==> src/cfrf_pkg.sv <==
`timescale 1ns / 1ps

package cfrf_pkg;

  localparam int unsigned MaxNameDef = 40;
  localparam int unsigned HdrBytes   = 8;   // header, command, stick, time, date
  localparam int unsigned LenOffset  = 10;  // fixed bytes counted in the length field
  localparam int unsigned YearOffset = 20;

  localparam logic KIND_NAME    = 1'b0;
  localparam logic KIND_REQUEST = 1'b1;

  // Control from the sequencer to the checksum adder
  typedef struct packed {
    logic       clear;
    logic       add;
    logic [7:0] data;
  } csum_ctrl_t;

endpackage

==> src/create_file_request_framer.sv <==
`timescale 1ns / 1ps

// Create-file request framer. Name words (kind 0) are taken one per cycle
// while no frame is sent and stored until a zero byte or MAX_NAME bytes. A
// request word (kind 1) starts a frame of name length + 10 bytes, sent one
// byte per cycle through the output register when it is not stalled; the
// input is not ready until the last byte is loaded, as the frame is walked by
// one step counter that feeds a single 16-bit checksum adder and reads the
// name memory one entry per unstalled cycle. command_code may be written at
// any time the block is idle; cfg_ready_o is always high.
module create_file_request_framer import cfrf_pkg::*; #(
  parameter int unsigned MAX_NAME = MaxNameDef
) (
  input  logic       clk_i,
  input  logic       rst_ni,
  input  logic       cfg_valid_i,
  output logic       cfg_ready_o,
  input  logic [7:0] cfg_data_i,
  input  logic       in_valid_i,
  output logic       in_ready_o,
  input  logic       kind_i,
  input  logic [7:0] name_byte_i,
  input  logic [7:0] stick_number_i,
  input  logic [4:0] hour_i,
  input  logic [5:0] minute_i,
  input  logic [5:0] second_i,
  input  logic [6:0] year_i,
  input  logic [3:0] month_i,
  input  logic [4:0] day_i,
  output logic       out_valid_o,
  input  logic       out_ready_i,
  output logic [7:0] frame_byte_o,
  output logic       last_byte_o
);

  localparam int unsigned LW = $clog2(MAX_NAME + 1);
  localparam int unsigned AW = (MAX_NAME > 1) ? $clog2(MAX_NAME) : 1;
  localparam int unsigned SW = $clog2(MAX_NAME + LenOffset);

  logic [7:0]      cmd_q;
  logic [LW-1:0]   len_q, len_d;
  logic            ended_q, ended_d;
  logic            busy_q, busy_d;
  logic [SW-1:0]   step_q, step_d;
  logic [LW-1:0]   ptr_q, ptr_d;
  logic [63:0]     fix_q, fix_d;
  logic            out_valid_q, out_valid_d;
  logic [7:0]      out_byte_q, out_byte_d;
  logic            out_last_q, out_last_d;

  logic            in_acc, req_acc, name_acc, mem_we, load;
  logic [SW-1:0]   name_end;
  logic            in_fixed, in_name, at_sum_hi, is_last;
  logic [7:0]      sel_byte, rd_data;
  logic [11:0]     len12;
  logic [3:0]      chk;
  logic [15:0]     tim, dat, sum;
  csum_ctrl_t      csum_ctrl;

  assign cfg_ready_o = 1'b1;
  assign in_ready_o  = !busy_q;
  assign in_acc      = in_valid_i && in_ready_o;
  assign req_acc     = in_acc && (kind_i == KIND_REQUEST);
  assign name_acc    = in_acc && (kind_i == KIND_NAME);
  assign mem_we      = name_acc && !ended_q && (name_byte_i != 8'd0)
                       && (len_q < LW'(MAX_NAME));

  // Fixed part of the frame, built when the request is taken
  assign len12 = 12'(len_q) + 12'(LenOffset);
  assign chk   = ~(len12[3:0] ^ len12[7:4] ^ len12[11:8]);
  assign tim   = {hour_i, minute_i, second_i[5:1]};
  assign dat   = {7'(year_i + 7'(YearOffset)), month_i, day_i};

  assign load      = busy_q && (!out_valid_q || out_ready_i);
  assign name_end  = SW'(HdrBytes) + SW'(len_q);
  assign in_fixed  = step_q < SW'(HdrBytes);
  assign in_name   = !in_fixed && (step_q < name_end);
  assign at_sum_hi = step_q == name_end;
  assign is_last   = !in_fixed && !in_name && !at_sum_hi;

  always_comb begin
    priority if (in_fixed) begin
      sel_byte = fix_q[63:56];
    end else if (in_name) begin
      sel_byte = rd_data;
    end else if (at_sum_hi) begin
      sel_byte = sum[15:8];
    end else begin
      sel_byte = sum[7:0];
    end
  end

  assign csum_ctrl.clear = req_acc;
  assign csum_ctrl.add   = load && (in_fixed || in_name);
  assign csum_ctrl.data  = sel_byte;

  always_comb begin
    len_d       = len_q;
    ended_d     = ended_q;
    busy_d      = busy_q;
    step_d      = step_q;
    ptr_d       = ptr_q;
    fix_d       = fix_q;
    out_valid_d = out_valid_q;
    out_byte_d  = out_byte_q;
    out_last_d  = out_last_q;

    if (name_acc && !ended_q) begin
      if (name_byte_i == 8'd0) begin
        ended_d = 1'b1;
      end else if (mem_we) begin
        len_d = len_q + LW'(1);
      end
    end

    if (req_acc) begin
      busy_d = 1'b1;
      step_d = '0;
      ptr_d  = '0;
      fix_d  = {chk, len12, cmd_q, stick_number_i, tim, dat};
    end

    if (out_valid_q && out_ready_i) begin
      out_valid_d = 1'b0;
    end

    if (load) begin
      out_valid_d = 1'b1;
      out_byte_d  = sel_byte;
      out_last_d  = is_last;
      step_d      = step_q + SW'(1);
      fix_d       = {fix_q[55:0], 8'd0};
      if (in_name) begin
        ptr_d = ptr_q + LW'(1);
      end
      if (is_last) begin
        // frame done: drop the name
        busy_d  = 1'b0;
        len_d   = '0;
        ended_d = 1'b0;
        ptr_d   = '0;
      end
    end
  end

  always_ff @(posedge clk_i or negedge rst_ni) begin
    if (!rst_ni) begin
      cmd_q       <= '0;
      len_q       <= '0;
      ended_q     <= 1'b0;
      busy_q      <= 1'b0;
      step_q      <= '0;
      ptr_q       <= '0;
      out_valid_q <= 1'b0;
    end else begin
      if (cfg_valid_i && cfg_ready_o) begin
        cmd_q <= cfg_data_i;
      end
      len_q       <= len_d;
      ended_q     <= ended_d;
      busy_q      <= busy_d;
      step_q      <= step_d;
      ptr_q       <= ptr_d;
      out_valid_q <= out_valid_d;
    end
  end

  always_ff @(posedge clk_i) begin
    fix_q      <= fix_d;
    out_byte_q <= out_byte_d;
    out_last_q <= out_last_d;
  end

  // Read address runs one ahead so the registered data matches ptr_q
  cfrf_name_mem #(
    .MAX_NAME (MAX_NAME),
    .AW       (AW)
  ) u_name_mem (
    .clk_i     (clk_i),
    .we_i      (mem_we),
    .wr_addr_i (len_q[AW-1:0]),
    .wr_data_i (name_byte_i),
    .rd_addr_i (ptr_d[AW-1:0]),
    .rd_data_o (rd_data)
  );

  cfrf_csum u_csum (
    .clk_i  (clk_i),
    .rst_ni (rst_ni),
    .ctrl_i (csum_ctrl),
    .sum_o  (sum)
  );

  assign out_valid_o  = out_valid_q;
  assign frame_byte_o = out_byte_q;
  assign last_byte_o  = out_last_q;

endmodule

==> src/cfrf_name_mem.sv <==
`timescale 1ns / 1ps

module cfrf_name_mem import cfrf_pkg::*; #(
  parameter int unsigned MAX_NAME = MaxNameDef,
  parameter int unsigned AW       = 6
) (
  input  logic          clk_i,
  input  logic          we_i,
  input  logic [AW-1:0] wr_addr_i,
  input  logic [7:0]    wr_data_i,
  input  logic [AW-1:0] rd_addr_i,
  output logic [7:0]    rd_data_o
);

  logic [7:0] mem_q [MAX_NAME];
  logic [7:0] rd_data_q;

  always_ff @(posedge clk_i) begin
    if (we_i) begin
      mem_q[wr_addr_i] <= wr_data_i;
    end
  end

  always_ff @(posedge clk_i) begin
    rd_data_q <= mem_q[rd_addr_i];
  end

  assign rd_data_o = rd_data_q;

endmodule

==> src/cfrf_csum.sv <==
`timescale 1ns / 1ps

module cfrf_csum import cfrf_pkg::*; (
  input  logic       clk_i,
  input  logic       rst_ni,
  input  csum_ctrl_t ctrl_i,
  output logic [15:0] sum_o
);

  logic [15:0] sum_q, sum_d;

  always_comb begin
    sum_d = sum_q;
    if (ctrl_i.clear) begin
      sum_d = '0;
    end else if (ctrl_i.add) begin
      sum_d = sum_q + {8'd0, ctrl_i.data};
    end
  end

  always_ff @(posedge clk_i or negedge rst_ni) begin
    if (!rst_ni) begin
      sum_q <= '0;
    end else begin
      sum_q <= sum_d;
    end
  end

  assign sum_o = sum_q;

endmodule

==> config.mk <==
export PLATFORM = sky130hd
export DESIGN_NAME = create_file_request_framer
export DESIGN_NICKNAME = d
export VERILOG_FILES = /design/src/cfrf_pkg.sv /design/src/create_file_request_framer.sv /design/src/cfrf_name_mem.sv /design/src/cfrf_csum.sv
export SDC_FILE = /design/constraint.sdc
export NUM_CORES = 1
export LEC_CHECK = 0
export BUFFER_PORTS_ARGS = -buffer_cell sky130_fd_sc_hd__buf_4
export CORE_UTILIZATION = 25
export DETAILED_ROUTE_END_ITERATION = 7
export PLACE_DENSITY = 0.46
export SLEW_MARGIN = 5
export SYNTH_ARGS = -nofsm -noshare
export SYNTH_HDL_FRONTEND = slang
export SYNTH_SLANG_ARGS = --single-unit
==> constraint.sdc <==
create_clock -name clk_i -period 5.1 [get_ports clk_i]
set_input_delay 1.275 -clock clk_i [delete_from_list [all_inputs] [get_ports clk_i]]
set_output_delay 1.275 -clock clk_i [all_outputs]
set_load 0.005 [all_outputs]
# Word level (Yosys, flattened, before mapping)
# Memory sizes are Yosys's and may differ from the RTL's. A register that Yosys moved wholly into a read port is not among the register bits.
# Index checks and enable logic that the tools add are counted.
[totals]
mem_count = 1
output_inout_bits = 12
ram_bits = 320
input_bits = 63
register_bits = 118
[classes]
mux = 29
reduce_logical = 25
n_eq_ne = 1
n_bitwise = 4
magnitude_cmp = 3
n_addsub = 7
[mem_list]
columns = ["name", "words", "word_bits", "rd", "rd_ports_with_merged_regs", "wr", "line", "rtl"]
rows = [
  ["u_name_mem.mem_q", 40, 8, 1, 1, 1, "cfrf_name_mem.sv:15", "logic [7:0] mem_q [MAX_NAME];"],
]
[op_table]
columns = ["cell", "count"]
rows = [
  ["2-to-1 mux 64 bit", 2],
  ["2-to-1 mux 6 bit", 11],
  ["2-to-1 mux 16 bit", 2],
  ["2-to-1 mux 8 bit", 3],
  ["adder 6 x 1 -> 6 bit (second input constant)", 3],
  ["adder 16 x 8 -> 16 bit", 1],
  ["logical AND 1 bit", 12],
  ["2-to-1 mux 1 bit", 11],
  ["logical NOT 8 bit", 1],
  ["nonzero test 8 bit", 1],
  ["adder 6 x 4 -> 7 bit (second input constant)", 1],
  ["adder 7 x 5 -> 7 bit (second input constant)", 1],
  ["adder 4 x 6 -> 6 bit (first input constant)", 1],
  ["equality test 6 bit", 1],
  ["logical NOT 1 bit", 6],
  ["< comparator 6 x 4 -> 1 bit (second input constant)", 1],
  ["< comparator 6 bit", 1],
  ["< comparator 6 bit (second input constant)", 1],
  ["nonzero test 2 bit", 3],
  ["inverter 4 bit", 1],
  ["XOR 4 x 1 -> 4 bit (second input constant)", 1],
  ["XOR 4 x 3 -> 4 bit", 1],
  ["logical OR 1 bit", 2],
  ["inverter 1 bit", 1],
]

# Longest topological paths before layout
# Gate-level depths: netlist (run 1).
[logic_depth]
depth_word = 11
mapped_depth = 22

# By module
# From an unflattened synthesis (run 1), not the netlist that was laid out.
[hier_totals]
cells_unflattened = 1188
hier_area_um2 = 18795.5
[modules_own_cells]
columns = ["mod", "cells_per_inst", "area_per_inst_um2", "instances", "seq_area_each_um2"]
rows = [
  ["cfrf_name_mem", 696, 12993.7, 1, 9769.4],
  ["create_file_request_framer", 361, 4620.7, 1, 2837.7],
  ["cfrf_csum", 131, 1181.1, 1, 400.4],
]

# Worst setup path before layout (run 1)
# No wires, ideal clock.
[synth_timing]
path_kind = "flip-flop to flip-flop"
startpoint = "reg len_q[3]"
endpoint = "reg u_csum.sum_q[11], in the netlist u_csum.sum_o[11]"
setup_slack_ns = 0.716
required_time_ns = 4.964
arrival_time_ns = 4.248
period_less_slack_ns = 4.384
n_path_buf = 2
stages_incl_launch_ff = 21
cell_sequence = "dfrtp_1 > clkbuf_1 > inv_1 > ha_1 > ha_1 > nand4_1 > nor2_1 > buf_1 > mux2i_1 > o21ai_0 > nand2_1 > nand2_1 > ha_1 > a21o_1 > a21o_1 > a21o_1 > a21o_1 > a21o_1 > a31oi_1 > or3_1 > a21oi_1"
[synth_rtl]
columns = ["item", "line", "rtl"]
rows = [
  ["start, declared", "create_file_request_framer.sv:41", "logic [LW-1:0] len_q, len_d;"],
  ["start signal, assigned", "create_file_request_framer.sv:159", "len_q <= len_d;"],
  ["end signal, assigned", "cfrf_csum.sv:25", "sum_q <= sum_d;"],
  ["end, declared", "cfrf_csum.sv:10", "logic [15:0] sum_q, sum_d;"],
]

==> summary.md, run 1 <==
### Layout
- 18.1% — area overhead of the layout relative to synthesis
- 7351 — final-layout fill cell count
- 0.00547 mm2 — combined area of the multi-input logic cells
- 0.155 — share of cells above drive strength 1
- 0.0223 mm2 — Layout Cell Area excl Fill
- 0.0130 mm2 — Storage cell area
- 0 — antenna diode count
- 1582 — Net count, final

### Detailed routing
- 50.9 mm — Total Wirelength
- 0 — remaining antenna violation count
- 4.72 — post-DR vias/cell
- 20.3 um — average routed wire per standard cell
- 5 — first-pass iteration count of the detailed router
- 0 — DRC violation count after routing
- 11809 — total vias in the final route
- 798 — Iter 0 DRT Violations

### Synth
- sky130_fd_sc_hd__edfxtp_1 — most frequently used flop master after synthesis
- 1487 — synthesized net count
- 385 — number of enable-type register cells in the synthesized netlist
- 0.688 — fraction of the yosys area taken by sequential cells
- 13.5 um2 — mean area per synthesized cell
- 0 — total of warnings raised by yosys
- 0.0189 mm2 — Post-Synthesis Cell Area
- sky130_fd_sc_hd__edfxtp_1 — cell type with the highest aggregate area in the netlist
- 446 — synthesized flop and latch total
- 0.611 — area fraction of the dominant cell type after synthesis
- 0.101 — share of synthesized registers carrying an async set or reset
- 68 — post-synthesis cell type count
- sky130_fd_sc_hd__edfxtp_1, sky130_fd_sc_hd__dfrtp_1, sky130_fd_sc_hd__nand2_1 — largest cells by area after synthesis
- 1397 — Cells after Synth

### Global route
- 0 — aggregate global routing overflow
- 66 — pin count of the biggest net entering global routing
- 0.131 — Total Routing Usage GR
- 0 — antenna violations before repair
- 76.6 mm — first-pass GRT wire length
- 11999 — via count of the first global-routing pass

### Floorplanning
- 0.253 — initial core utilization
- 277 um — Die Y
- 75 — top-level I/O count
- 0.0747 mm2 — core area
- 100 — num rows
- 277 um — DIE WIDTH
- 0.0768 mm2 — total die area

### Worst hold path
- 1 — hold-critical path depth
- reg2reg — Hold Crit Class
- fix_q[5]$_SDFFE_PP0P_ — Endpoint, Worst Hold
- fix_q[5]$_SDFFE_PP0P_ — start point of the worst min-delay path

### Power and ir drop
- 576 mW/mm2 — power density of the placed cells
- 8150 uW — Internal
- 12900 uW — Overall Power
- 0.268 — portion of total power attributed to the clock network
- 0.366 — switching share of power
- 0.363 — proportion of power drawn by flip-flops and latches
- 0.00767 uW — reported leakage power
- 0.369 — portion of total power attributed to combinational logic
- 4720 uW — switching power of the nets
- 279 uV — Peak VDD IR

### Clock network
- 3 — clock tree buffer depth
- 0 — total of hold buffers inserted after clock tree synthesis
- 0.06 ns — clock transition at the registers of the reported paths
- 446 — TritonCTS sink count
- sky130_fd_sc_hd__clkbuf_16 — CTS root buffer
- 0.59 ns — clock insertion delay at the later pin of the skew report
- 48 — TritonCTS buffer count
- 2 — # H-tree levels
- done — clock tree from TritonCTS
- 0 — post-CTS setup buffer count

### Worst setup path
- 0.44 ns — flop2flop setup slack
- 0.50 ns — stage delay of the slowest cell on the critical path
- reg2reg — type of the worst setup path
- 5.61 ns — critical path required time
- sky130_fd_sc_hd__a21o_1 — CP most frequent cell
- len_q[4]$_DFF_PN0_ — beginning of the worst register-to-register path
- 5.17 ns — critical path data arrival time
- flop — crit path capture type
- 15 — CP max FO
- flop — Startpoint Class
- 18 — depth of the worst register-to-register path
- u_csum.sum_o[15]$_DFFE_PN0P_ — endpoint of the most critical register-to-register path
- sky130_fd_sc_hd__dfrtp_1 — master of the slowest instance on the critical path
- ha_1, xnor2_1, ha_1, nand4_1, a21oi_2, nor3_2, buf_4, nor2_1, a21oi_1, o21ai_0, ha_1, a21o_1, a21o_1, a21o_1, a21o_1, a31oi_2, o21ai_0, a21oi_1 — cell-by-cell trace of the critical path

### Place
- 72 — IO buf count
- 0.0208 mm2 — Placed Instance Area
- 0.784 — Placer Congestion
- 32.7 mm — estimated wirelength of the detail-placed design

### STA
- 0.226 — relative slew slack
- 4.66 ns — crit path time final
- 1.15 ns — actual slew at the worst max-slew pin
- 0.914 — crit share post-route
- 0 — final hold violation count
- 0.215 GHz — peak clock frequency supported by timing
- 0.0335 ns — Max Clock Skew
- 0 ns — final-layout setup total negative slack
- false — RSZ-0062 raised after global routing
- 0 — Final Setup Violations
- 0 — final max-slew violation count

### Run status
- completed — run status

### Flow run
- 0 — number of max-cap violations

kinds of logic (layout without fill, tap and decap cells):
family,Yosys count,in the layout,share of synthesized area
compound gates,392,392,0.150
xor+xnor,26,26,0.0120
fa+ha+maj,27,27,0.0183
buf+inv,106,241,0.0245
flops,446,446,0.688
mux,38,38,0.0214
other cells,1,1,0.000198
simple gates,361,361,0.0859
placed cells by master, fill, tap and decap left out, types with 8 or more instances in the layout:
cell and count:
sky130_fd_sc_hd__edfxtp_1 385, sky130_fd_sc_hd__nand2_1 179, sky130_fd_sc_hd__buf_4 132, sky130_fd_sc_hd__nor2_1 77, sky130_fd_sc_hd__a21oi_1 71, sky130_fd_sc_hd__a22o_1 59, sky130_fd_sc_hd__a211oi_1 58, sky130_fd_sc_hd__clkbuf_16 50
sky130_fd_sc_hd__dfrtp_1 45, sky130_fd_sc_hd__o21ai_0 43, sky130_fd_sc_hd__mux2i_1 28, sky130_fd_sc_hd__ha_1 26, sky130_fd_sc_hd__and3_1 25, sky130_fd_sc_hd__nor3_1 20, sky130_fd_sc_hd__a22oi_1 18, sky130_fd_sc_hd__a311oi_1 17
sky130_fd_sc_hd__a21boi_0 16, sky130_fd_sc_hd__dfxtp_1 16, sky130_fd_sc_hd__xor2_1 15, sky130_fd_sc_hd__o22ai_1 15, sky130_fd_sc_hd__a32oi_1 15, sky130_fd_sc_hd__nor4_1 13, sky130_fd_sc_hd__clkinv_1 13, sky130_fd_sc_hd__inv_1 12
sky130_fd_sc_hd__a31oi_1 12, sky130_fd_sc_hd__xnor2_1 11, sky130_fd_sc_hd__clkinv_2 10, sky130_fd_sc_hd__clkbuf_1 10, sky130_fd_sc_hd__mux2_2 9, sky130_fd_sc_hd__o21ai_1 9, sky130_fd_sc_hd__a21o_1 8, sky130_fd_sc_hd__o2bb2ai_1 8
sky130_fd_sc_hd__o21bai_1 8
sequential cells by signal, summed over array words and instances (netlist names), 8 cells and up:
name and flops:
fix_q 64, frame_byte_o 8, u_name_mem.mem_q 320, cmd_q 8, u_csum.sum_o 16, u_name_mem.rd_data_o 8
cells in the mapped netlist (all sizes together) (8+ instances only):
| library cell | n |
|---|---|
| nor3 | 22 |
| o21ai | 52 |
| nor4 | 15 |
| a211oi | 58 |
| a21o | 8 |
| a31oi | 13 |
| dfrtp | 45 |
| mux2 | 9 |
| a21oi | 72 |
| xor2 | 15 |
| nand2 | 179 |
| xnor2 | 11 |
| o21bai | 8 |
| a32oi | 16 |
| edfxtp | 385 |
| buf | 48 |
| clkbuf | 41 |
| a21boi | 16 |
| a311oi | 17 |
| a22o | 59 |
| ha | 26 |
| a22oi | 18 |
| inv | 16 |
| o22ai | 15 |
| and3 | 25 |
| or3 | 8 |
| dfxtp | 16 |
| o2bb2ai | 8 |
| o41ai | 10 |
| nor2 | 77 |
| mux2i | 29 |
area by class of cell:
cell class / instances / share of cell area
flip-flops and latches: 446 / 0.582
multi-input cells: 845 / 0.245
clock buffers: 61 / 0.0583
well taps: 969 / 0.0543
repair buffers: 134 / 0.0461
clock inverters: 29 / 0.0111
inverters: 17 / 0.00291
how the worst max path moves through the flow:
stage	startpoint	endpoint	slack, ns	depth (start not counted)
detailed placement	len_q[4]$_DFF_PN0_	u_csum.sum_o[15]$_DFFE_PN0P_	0.31	19
finish	len_q[4]$_DFF_PN0_	u_csum.sum_o[15]$_DFFE_PN0P_	0.44	18
CTS	len_q[4]$_DFF_PN0_	u_csum.sum_o[15]$_DFFE_PN0P_	0.30	19
global route	len_q[4]$_DFF_PN0_	u_csum.sum_o[10]$_DFFE_PN0P_	0.1	19
global placement	len_q[4]$_DFF_PN0_	u_csum.sum_o[15]$_DFFE_PN0P_	0.29	19
floorplan	len_q[3]$_DFF_PN0_	u_csum.sum_o[11]$_DFFE_PN0P_	0.72	20
power by group through the flow:
stage / sequential [uW] / clock [uW] / combinational, uW
2_1_floorplan: 4660 / 0 / 3230
3_3_place_gp: 4750 / 0 / 4760
3_5_place_dp: 4760 / 0 / 4800
4_1_cts: 4680 / 3550 / 4820
5_1_grt: 4720 / 3690 / 5240
6_report: 4670 / 3450 / 4740
critical path: cells and delay by family (launching register included):
kind,cells,cell delay [ns]
compound gates,10,2.26
xor+xnor,1,0.15
fa+ha+maj,3,0.98
buf+inv,1,0.23
flops,1,0.50
simple gates,3,0.48
metal layers:
layer  vias up  global-route usage  routed length (um)
met2       176               0.224               25300
met3        75              0.0191                1540
met1      5954               0.170               22800
li1       5604                   -                   -
met5         -                   0                   0
met4         0              0.0422                1310
per-stage QoR:
step	util	hold slack, ns	cells	setup WS, ns
2_1_floorplan	-	0.442	1397	0.716
3_3_place_gp	0.278	0.457	2411	0.287
3_5_place_dp	0.278	0.459	2411	0.306
4_1_cts	0.299	0.478	2501	0.303
5_1_grt	0.299	0.485	2501	0.0998
6_report	0.299	0.475	2501	0.440
what timing repair did:
| action | 4_1_cts | 5_1_grt |
|---|---|---|
| hold endpoints to repair | 0 | 0 |
| endpoints found under the setup margin | 0 | 6 |
| resized for setup | 0 | 2 |
Power figures use the tool's default switching activity.
==> inputs of run 2 (changes only) <==
- BUFFER_PORTS_ARGS: -buffer_cell sky130_fd_sc_hd__buf_4 -> -buffer_cell sky130_fd_sc_hd__buf_2
- SLEW_MARGIN: 5 -> 20
==> run 2 against run 1 <==
  * Combinational power shrank 2%
  * Maximum frequency shrank 2.5%
  * Clock power is essentially flat
  * Count of clock-buffer cells in the layout shrank 1
  * Largest power group is now registers
==> summary.md, run 2 (synthesized netlist as in run 1, its figures left out) <==
### Worst hold path
- fix_q[4]$_SDFFE_PP0P_ — start point of the worst min-delay path
- reg2reg — Hold Crit Class

### Global route
- 96 — pin count of the biggest net entering global routing
- 11901 — via count of the first global-routing pass
- 0.129 — Total Routing Usage GR
- 76.1 mm — first-pass GRT wire length
- 0 — aggregate global routing overflow
- 0 — antenna violations before repair

### Worst setup path
- flop — crit path capture type
- len_q[4]$_DFF_PN0_ — beginning of the worst register-to-register path
- u_name_mem.rd_data_o[3]$_DFF_P_ — endpoint of the most critical register-to-register path
- 13 — path length in cells of the critical path
- u_name_mem.rd_data_o[3]$_DFF_P_ — CP Capture Point
- 13 — depth of the worst register-to-register path
- 2 — Bufs and invs on worst path
- flop — Startpoint Class
- reg2reg — type of the worst setup path
- ha_1, xnor2_1, ha_1, a21oi_1, o2111ai_1, a22oi_1, a2bb2oi_4, inv_2, nor3_1, a32oi_1, a31oi_1, buf_4, o41ai_2 — cell-by-cell trace of the critical path
- 5.19 ns — critical path data arrival time
- len_q[4]$_DFF_PN0_ — beginning of the critical path
- sky130_fd_sc_hd__nor3_1 — master of the slowest instance on the critical path
- 0.32 ns — flop2flop setup slack
- 8 — CP max FO
- 0.90 ns — stage delay of the slowest cell on the critical path
- compound AO/OA/AOI/OAI gates — cell type group with the largest total delay on the critical path
- sky130_fd_sc_hd__ha_1 — CP most frequent cell
- 5.51 ns — critical path required time

### Detailed routing
- 11877 — total vias in the final route
- 4.74 — post-DR vias/cell
- 50.2 mm — Total Wirelength
- 20.0 um — average routed wire per standard cell
- 997 — Iter 0 DRT Violations
- 0 — DRC violation count after routing
- 0 — remaining antenna violation count
- 4 — first-pass iteration count of the detailed router

### Clock network
- 0 — post-CTS setup buffer count
- 0 — Gates resized, CTS repair
- 0.06 ns — clock transition at the registers of the reported paths
- 2 — # H-tree levels
- 0.58 ns — clock insertion delay at the later pin of the skew report
- sky130_fd_sc_hd__clkbuf_16 — CTS root buffer
- done — clock tree from TritonCTS
- 47 — TritonCTS buffer count
- 446 — TritonCTS sink count
- 0 — total of hold buffers inserted after clock tree synthesis
- 3 — clock tree buffer depth

### STA
- 0 ns — final-layout setup total negative slack
- 0.252 — relative slew slack
- 0 — final hold violation count
- 0.0191 ns — Max Clock Skew
- 0.320 ns — post-layout worst setup margin
- 0.937 — crit share post-route
- false — RSZ-0062 raised after global routing
- 0 — Final Setup Violations
- 4.78 ns — crit path time final
- 0 — final max-slew violation count
- 0.478 ns — final-layout worst hold slack
- 1.11 ns — actual slew at the worst max-slew pin
- 0.209 GHz — peak clock frequency supported by timing

### Layout
- 320 — number of flip-flops in the largest register
- u_name_mem.mem_q — register with the most flip-flops
- 17.6% — area overhead of the layout relative to synthesis
- sky130_fd_sc_hd__edfxtp_1 — most common library cell in the layout ignoring fill and taps
- 0.00548 mm2 — combined area of the multi-input logic cells
- 0 — antenna diode count
- sky130_fd_sc_hd__edfxtp_1, sky130_fd_sc_hd__nand2_1, sky130_fd_sc_hd__nor2_1 — commonest cells after routing, fill and taps aside
- 0.0130 mm2 — Storage cell area
- 0.160 — share of cells above drive strength 1
- 7379 — final-layout fill cell count
- 1590 — Net count, final

### Place
- 0.772 — Placer Congestion
- 0.230 ns — Setup WS pre-CTS
- 72 — IO buf count
- 31.6 mm — estimated wirelength of the detail-placed design

### Power and ir drop
- 0.00766 uW — reported leakage power
- 430 uV — Peak VDD IR
- 573 mW/mm2 — power density of the placed cells

### Floorplanning
- 100 — num rows
- 0.0768 mm2 — total die area
- 75 — top-level I/O count
- 0.253 — initial core utilization
- 277 um — Die Y
- 0.0747 mm2 — core area
- 277 um — DIE WIDTH

### Flow run
- 0 — number of max-cap violations

### Run status
- completed — run status

==> run 2: cell count changes in the layout (fill, tap and decap cells not counted), sizes merged <==
cell      delta
clkinv       -5
bufinv       +1
clkbuf       -1
clkinvlp     +1
buf          +9
==> run 2: through the flow <==
step	total power (uW)	cell area [um2]	cells	utilization
CTS	12900	22200	2506	0.298
floorplan	7900	18900	1397	-
detailed placement	9440	20700	2420	0.277
finish	12800	22200	2506	0.298
global placement	9390	20700	2420	0.277
global route	13500	22200	2506	0.298
==> run 2: power breakdown <==
group / internal, uW / switching [uW] / leakage (uW)
registers: 4450 / 212 / 0.00423
logic: 1650 / 2990 / 0.00269
clock network: 2030 / 1420 / 0.000743
total: 8130 / 4630 / 0.00766
==> run 2: metal layers <==
metal  vias up  GRT usage  part of all wire
met4         0     0.0338             0.018
met3        61     0.0186             0.035
li1       5626          -                 -
met2       204      0.223              0.50
met1      5986      0.168              0.44
met5         -          0                 0
==> run 2: layout make-up <==
type | instances | area share
Multi-Input combinational cell | 845 | 0.246
Timing Repair Buffer | 143 | 0.0424
Clock inverter | 26 | 0.0114
Clock buffer | 60 | 0.0579
Tap cell | 969 | 0.0545
Inverter | 17 | 0.00292
Sequential cell | 446 | 0.585
==> run 2: worst min-delay path by stage <==
stage                                  endpoint  slack, ns  cells past startpoint
after CTS                 fix_q[4]$_SDFFE_PP0P_       0.48                      1
after detailed placement  fix_q[4]$_SDFFE_PP0P_       0.46                      1
after global placement    fix_q[5]$_SDFFE_PP0P_       0.46                      1
after floorplan           fix_q[3]$_SDFFE_PP0P_       0.44                      1
final                     fix_q[4]$_SDFFE_PP0P_       0.48                      1
after global routing      fix_q[0]$_SDFFE_PP0P_       0.50                      1
==> inputs of run 3 (changes only) <==
- CORE_UTILIZATION: 25 -> 60
- PLACE_DENSITY: 0.46 -> 0.85
- clock period: 5.1 -> 5.4 ns (I/O delays scaled with it)
==> run 3 against run 2 <==
  * The flow now finishes with violations (DRC)
  * Routed wire length down 13%
  * Global-route usage up 14 points
  * Maximum frequency down 3.4%
  * First-iteration DRC count up 52%
  * Sequential power down 5.4%
  * Clock skew up 0.00071 ns
  * Hold slack about the same
  * Final cell count down 25%
  * Critical path depth up 8
  * Largest cell class unchanged
  * Highest routed layer unchanged
==> summary.md, run 3 (synthesized netlist as in run 1, its figures left out) <==
### Run status
- complete, but fails checks — run status
- DRC — failing checks

### STA
- 1.00 ns — actual slew at the worst max-slew pin
- 0 ns — final-layout setup total negative slack
- 0.328 — relative slew slack
- 0.202 GHz — peak clock frequency supported by timing
- 0 — Final Setup Violations
- 4.95 ns — crit path time final
- 0.478 ns — final-layout worst hold slack
- false — RSZ-0062 raised after global routing
- 0.917 — crit share post-route
- 0 — final max-slew violation count
- 0.451 ns — post-layout worst setup margin
- 0 — final hold violation count
- 0.0198 ns — Max Clock Skew

### Global route
- 12217 — via count of the first global-routing pass
- 114 — pin count of the biggest net entering global routing
- 0 — antenna violations before repair
- 0.271 — Total Routing Usage GR
- 0 — aggregate global routing overflow
- 67.6 mm — first-pass GRT wire length

### Power and ir drop
- 552 mW/mm2 — power density of the placed cells
- 299 uV — Peak VDD IR
- 0.00739 uW — reported leakage power

### Layout
- 11.4% — area overhead of the layout relative to synthesis
- sky130_fd_sc_hd__edfxtp_1 — most common library cell in the layout ignoring fill and taps
- sky130_fd_sc_hd__edfxtp_1, sky130_fd_sc_hd__nand2_1, sky130_fd_sc_hd__nor2_1 — commonest cells after routing, fill and taps aside
- 320 — number of flip-flops in the largest register
- 1953 — final-layout fill cell count
- 1889 — non-filler instance count after layout
- 0 — antenna diode count
- 0.0130 mm2 — Storage cell area
- 1548 — Net count, final
- u_name_mem.mem_q — register with the most flip-flops
- 0.00546 mm2 — combined area of the multi-input logic cells
- 0.135 — share of cells above drive strength 1

### Floorplanning
- 0.0308 mm2 — core area
- 180 um — Die Y
- 0.613 — initial core utilization
- 75 — top-level I/O count
- 180 um — DIE WIDTH
- 64 — num rows
- 0.0322 mm2 — total die area

### Place
- 27.2 mm — estimated wirelength of the detail-placed design
- 0.865 — Placer Congestion
- 1808 — placed cell count
- 0.406 ns — Setup WS pre-CTS
- 72 — IO buf count

### Clock network
- 44 — TritonCTS buffer count
- 3 — clock tree buffer depth
- done — clock tree from TritonCTS
- 446 — TritonCTS sink count
- 2 — # H-tree levels
- sky130_fd_sc_hd__clkbuf_16 — CTS root buffer
- 0.55 ns — clock insertion delay at the later pin of the skew report
- 0.06 ns — clock transition at the registers of the reported paths
- 0 — post-CTS setup buffer count

### Detailed routing
- 43.8 mm — Total Wirelength
- 12435 — total vias in the final route
- 8 — first-pass iteration count of the detailed router
- 1514 — Iter 0 DRT Violations
- 1 — DRC violation count after routing
- 23.2 um — average routed wire per standard cell
- 0 — remaining antenna violation count
- 6.58 — post-DR vias/cell

### Worst hold path
- reg2reg — Hold Crit Class

### Worst setup path
- 20 — CP max FO
- flop — Startpoint Class
- reg2reg — type of the worst setup path
- 5.81 ns — critical path required time
- flop — crit path capture type
- 5.36 ns — critical path data arrival time

### Flow run
- 0 — number of max-cap violations

==> run 3: path summary, 6_finish.rpt <==
| path | cells past startpoint | end | slack, ns | start |
|---|---|---|---|---|
| min | 1 | fix_q[0]$_SDFFE_PP0P_ | 0.48 | fix_q[0]$_SDFFE_PP0P_ |
| min in group asynchronous | 1 | u_csum.sum_o[5]$_DFFE_PN0P_ | 0.82 | rst_ni |
| max | 21 | u_csum.sum_o[10]$_DFFE_PN0P_ | 0.45 | len_q[3]$_DFF_PN0_ |
| max in group asynchronous | 1 | out_valid_o$_DFFE_PN0P_ | 4.15 | rst_ni |
| min reg2reg | 1 | fix_q[0]$_SDFFE_PP0P_ | 0.48 | fix_q[0]$_SDFFE_PP0P_ |
| max reg2reg | 21 | u_csum.sum_o[10]$_DFFE_PN0P_ | 0.45 | len_q[3]$_DFF_PN0_ |
==> run 3: per-stage QoR <==
stage,cell area (um2),power [uW],utilization
2_1_floorplan,18900,7460,-
3_3_place_gp,19700,8420,0.638
3_5_place_dp,19700,8610,0.638
4_1_cts,21100,11600,0.683
5_1_grt,21100,12200,0.684
6_report,21100,11600,0.684
==> run 3: layer usage <==
metal / GRT usage / wire length (um)
met4: 0.112 / 1710
met5: 0 / 0
met1: 0.362 / 17000
met2: 0.451 / 21500
met3: 0.0397 / 3580
==> run 3: repair_timing <==
action                     4_1_cts  5_1_grt
hold buffers                     0        0
setup endpoints to repair        0        2
gates resized for setup          0        1
==> run 3: where the power goes <==
part	internal, uW	total [uW]	switching (uW)
combinational	1480	4220	2750
clock	1730	3000	1270
sequential	4200	4410	212
==> run 3: worst max-delay path: stages, from the launching register on <==
cell	delay, ns
sky130_fd_sc_hd__dfrtp_1	0.55
sky130_fd_sc_hd__inv_1	0.18
sky130_fd_sc_hd__ha_1	0.34
sky130_fd_sc_hd__ha_1	0.30
sky130_fd_sc_hd__nand4_1	0.22
sky130_fd_sc_hd__a21oi_2	0.44
sky130_fd_sc_hd__nor3_2	0.08
sky130_fd_sc_hd__buf_4	0.23
sky130_fd_sc_hd__nor2_1	0.12
sky130_fd_sc_hd__a21oi_1	0.04
sky130_fd_sc_hd__o21ai_0	0.31
sky130_fd_sc_hd__ha_1	0.26
sky130_fd_sc_hd__inv_1	0.06
sky130_fd_sc_hd__fa_1	0.40
sky130_fd_sc_hd__nand3b_1	0.20
sky130_fd_sc_hd__a21oi_1	0.21
sky130_fd_sc_hd__o21a_1	0.15
sky130_fd_sc_hd__o21a_1	0.13
sky130_fd_sc_hd__o21ai_0	0.17
sky130_fd_sc_hd__nor2_1	0.22
sky130_fd_sc_hd__xnor2_1	0.15
sky130_fd_sc_hd__nor2_1	0.07
==> run 3: area by class of cell <==
cell class                 count  area share
timing repair buffer         104      0.0298
multi-input combinational    845       0.259
sequential                   446       0.617
clock inverter                25     0.00986
inverter                      17     0.00315
tap                          396      0.0235
clock buffer                  56      0.0573
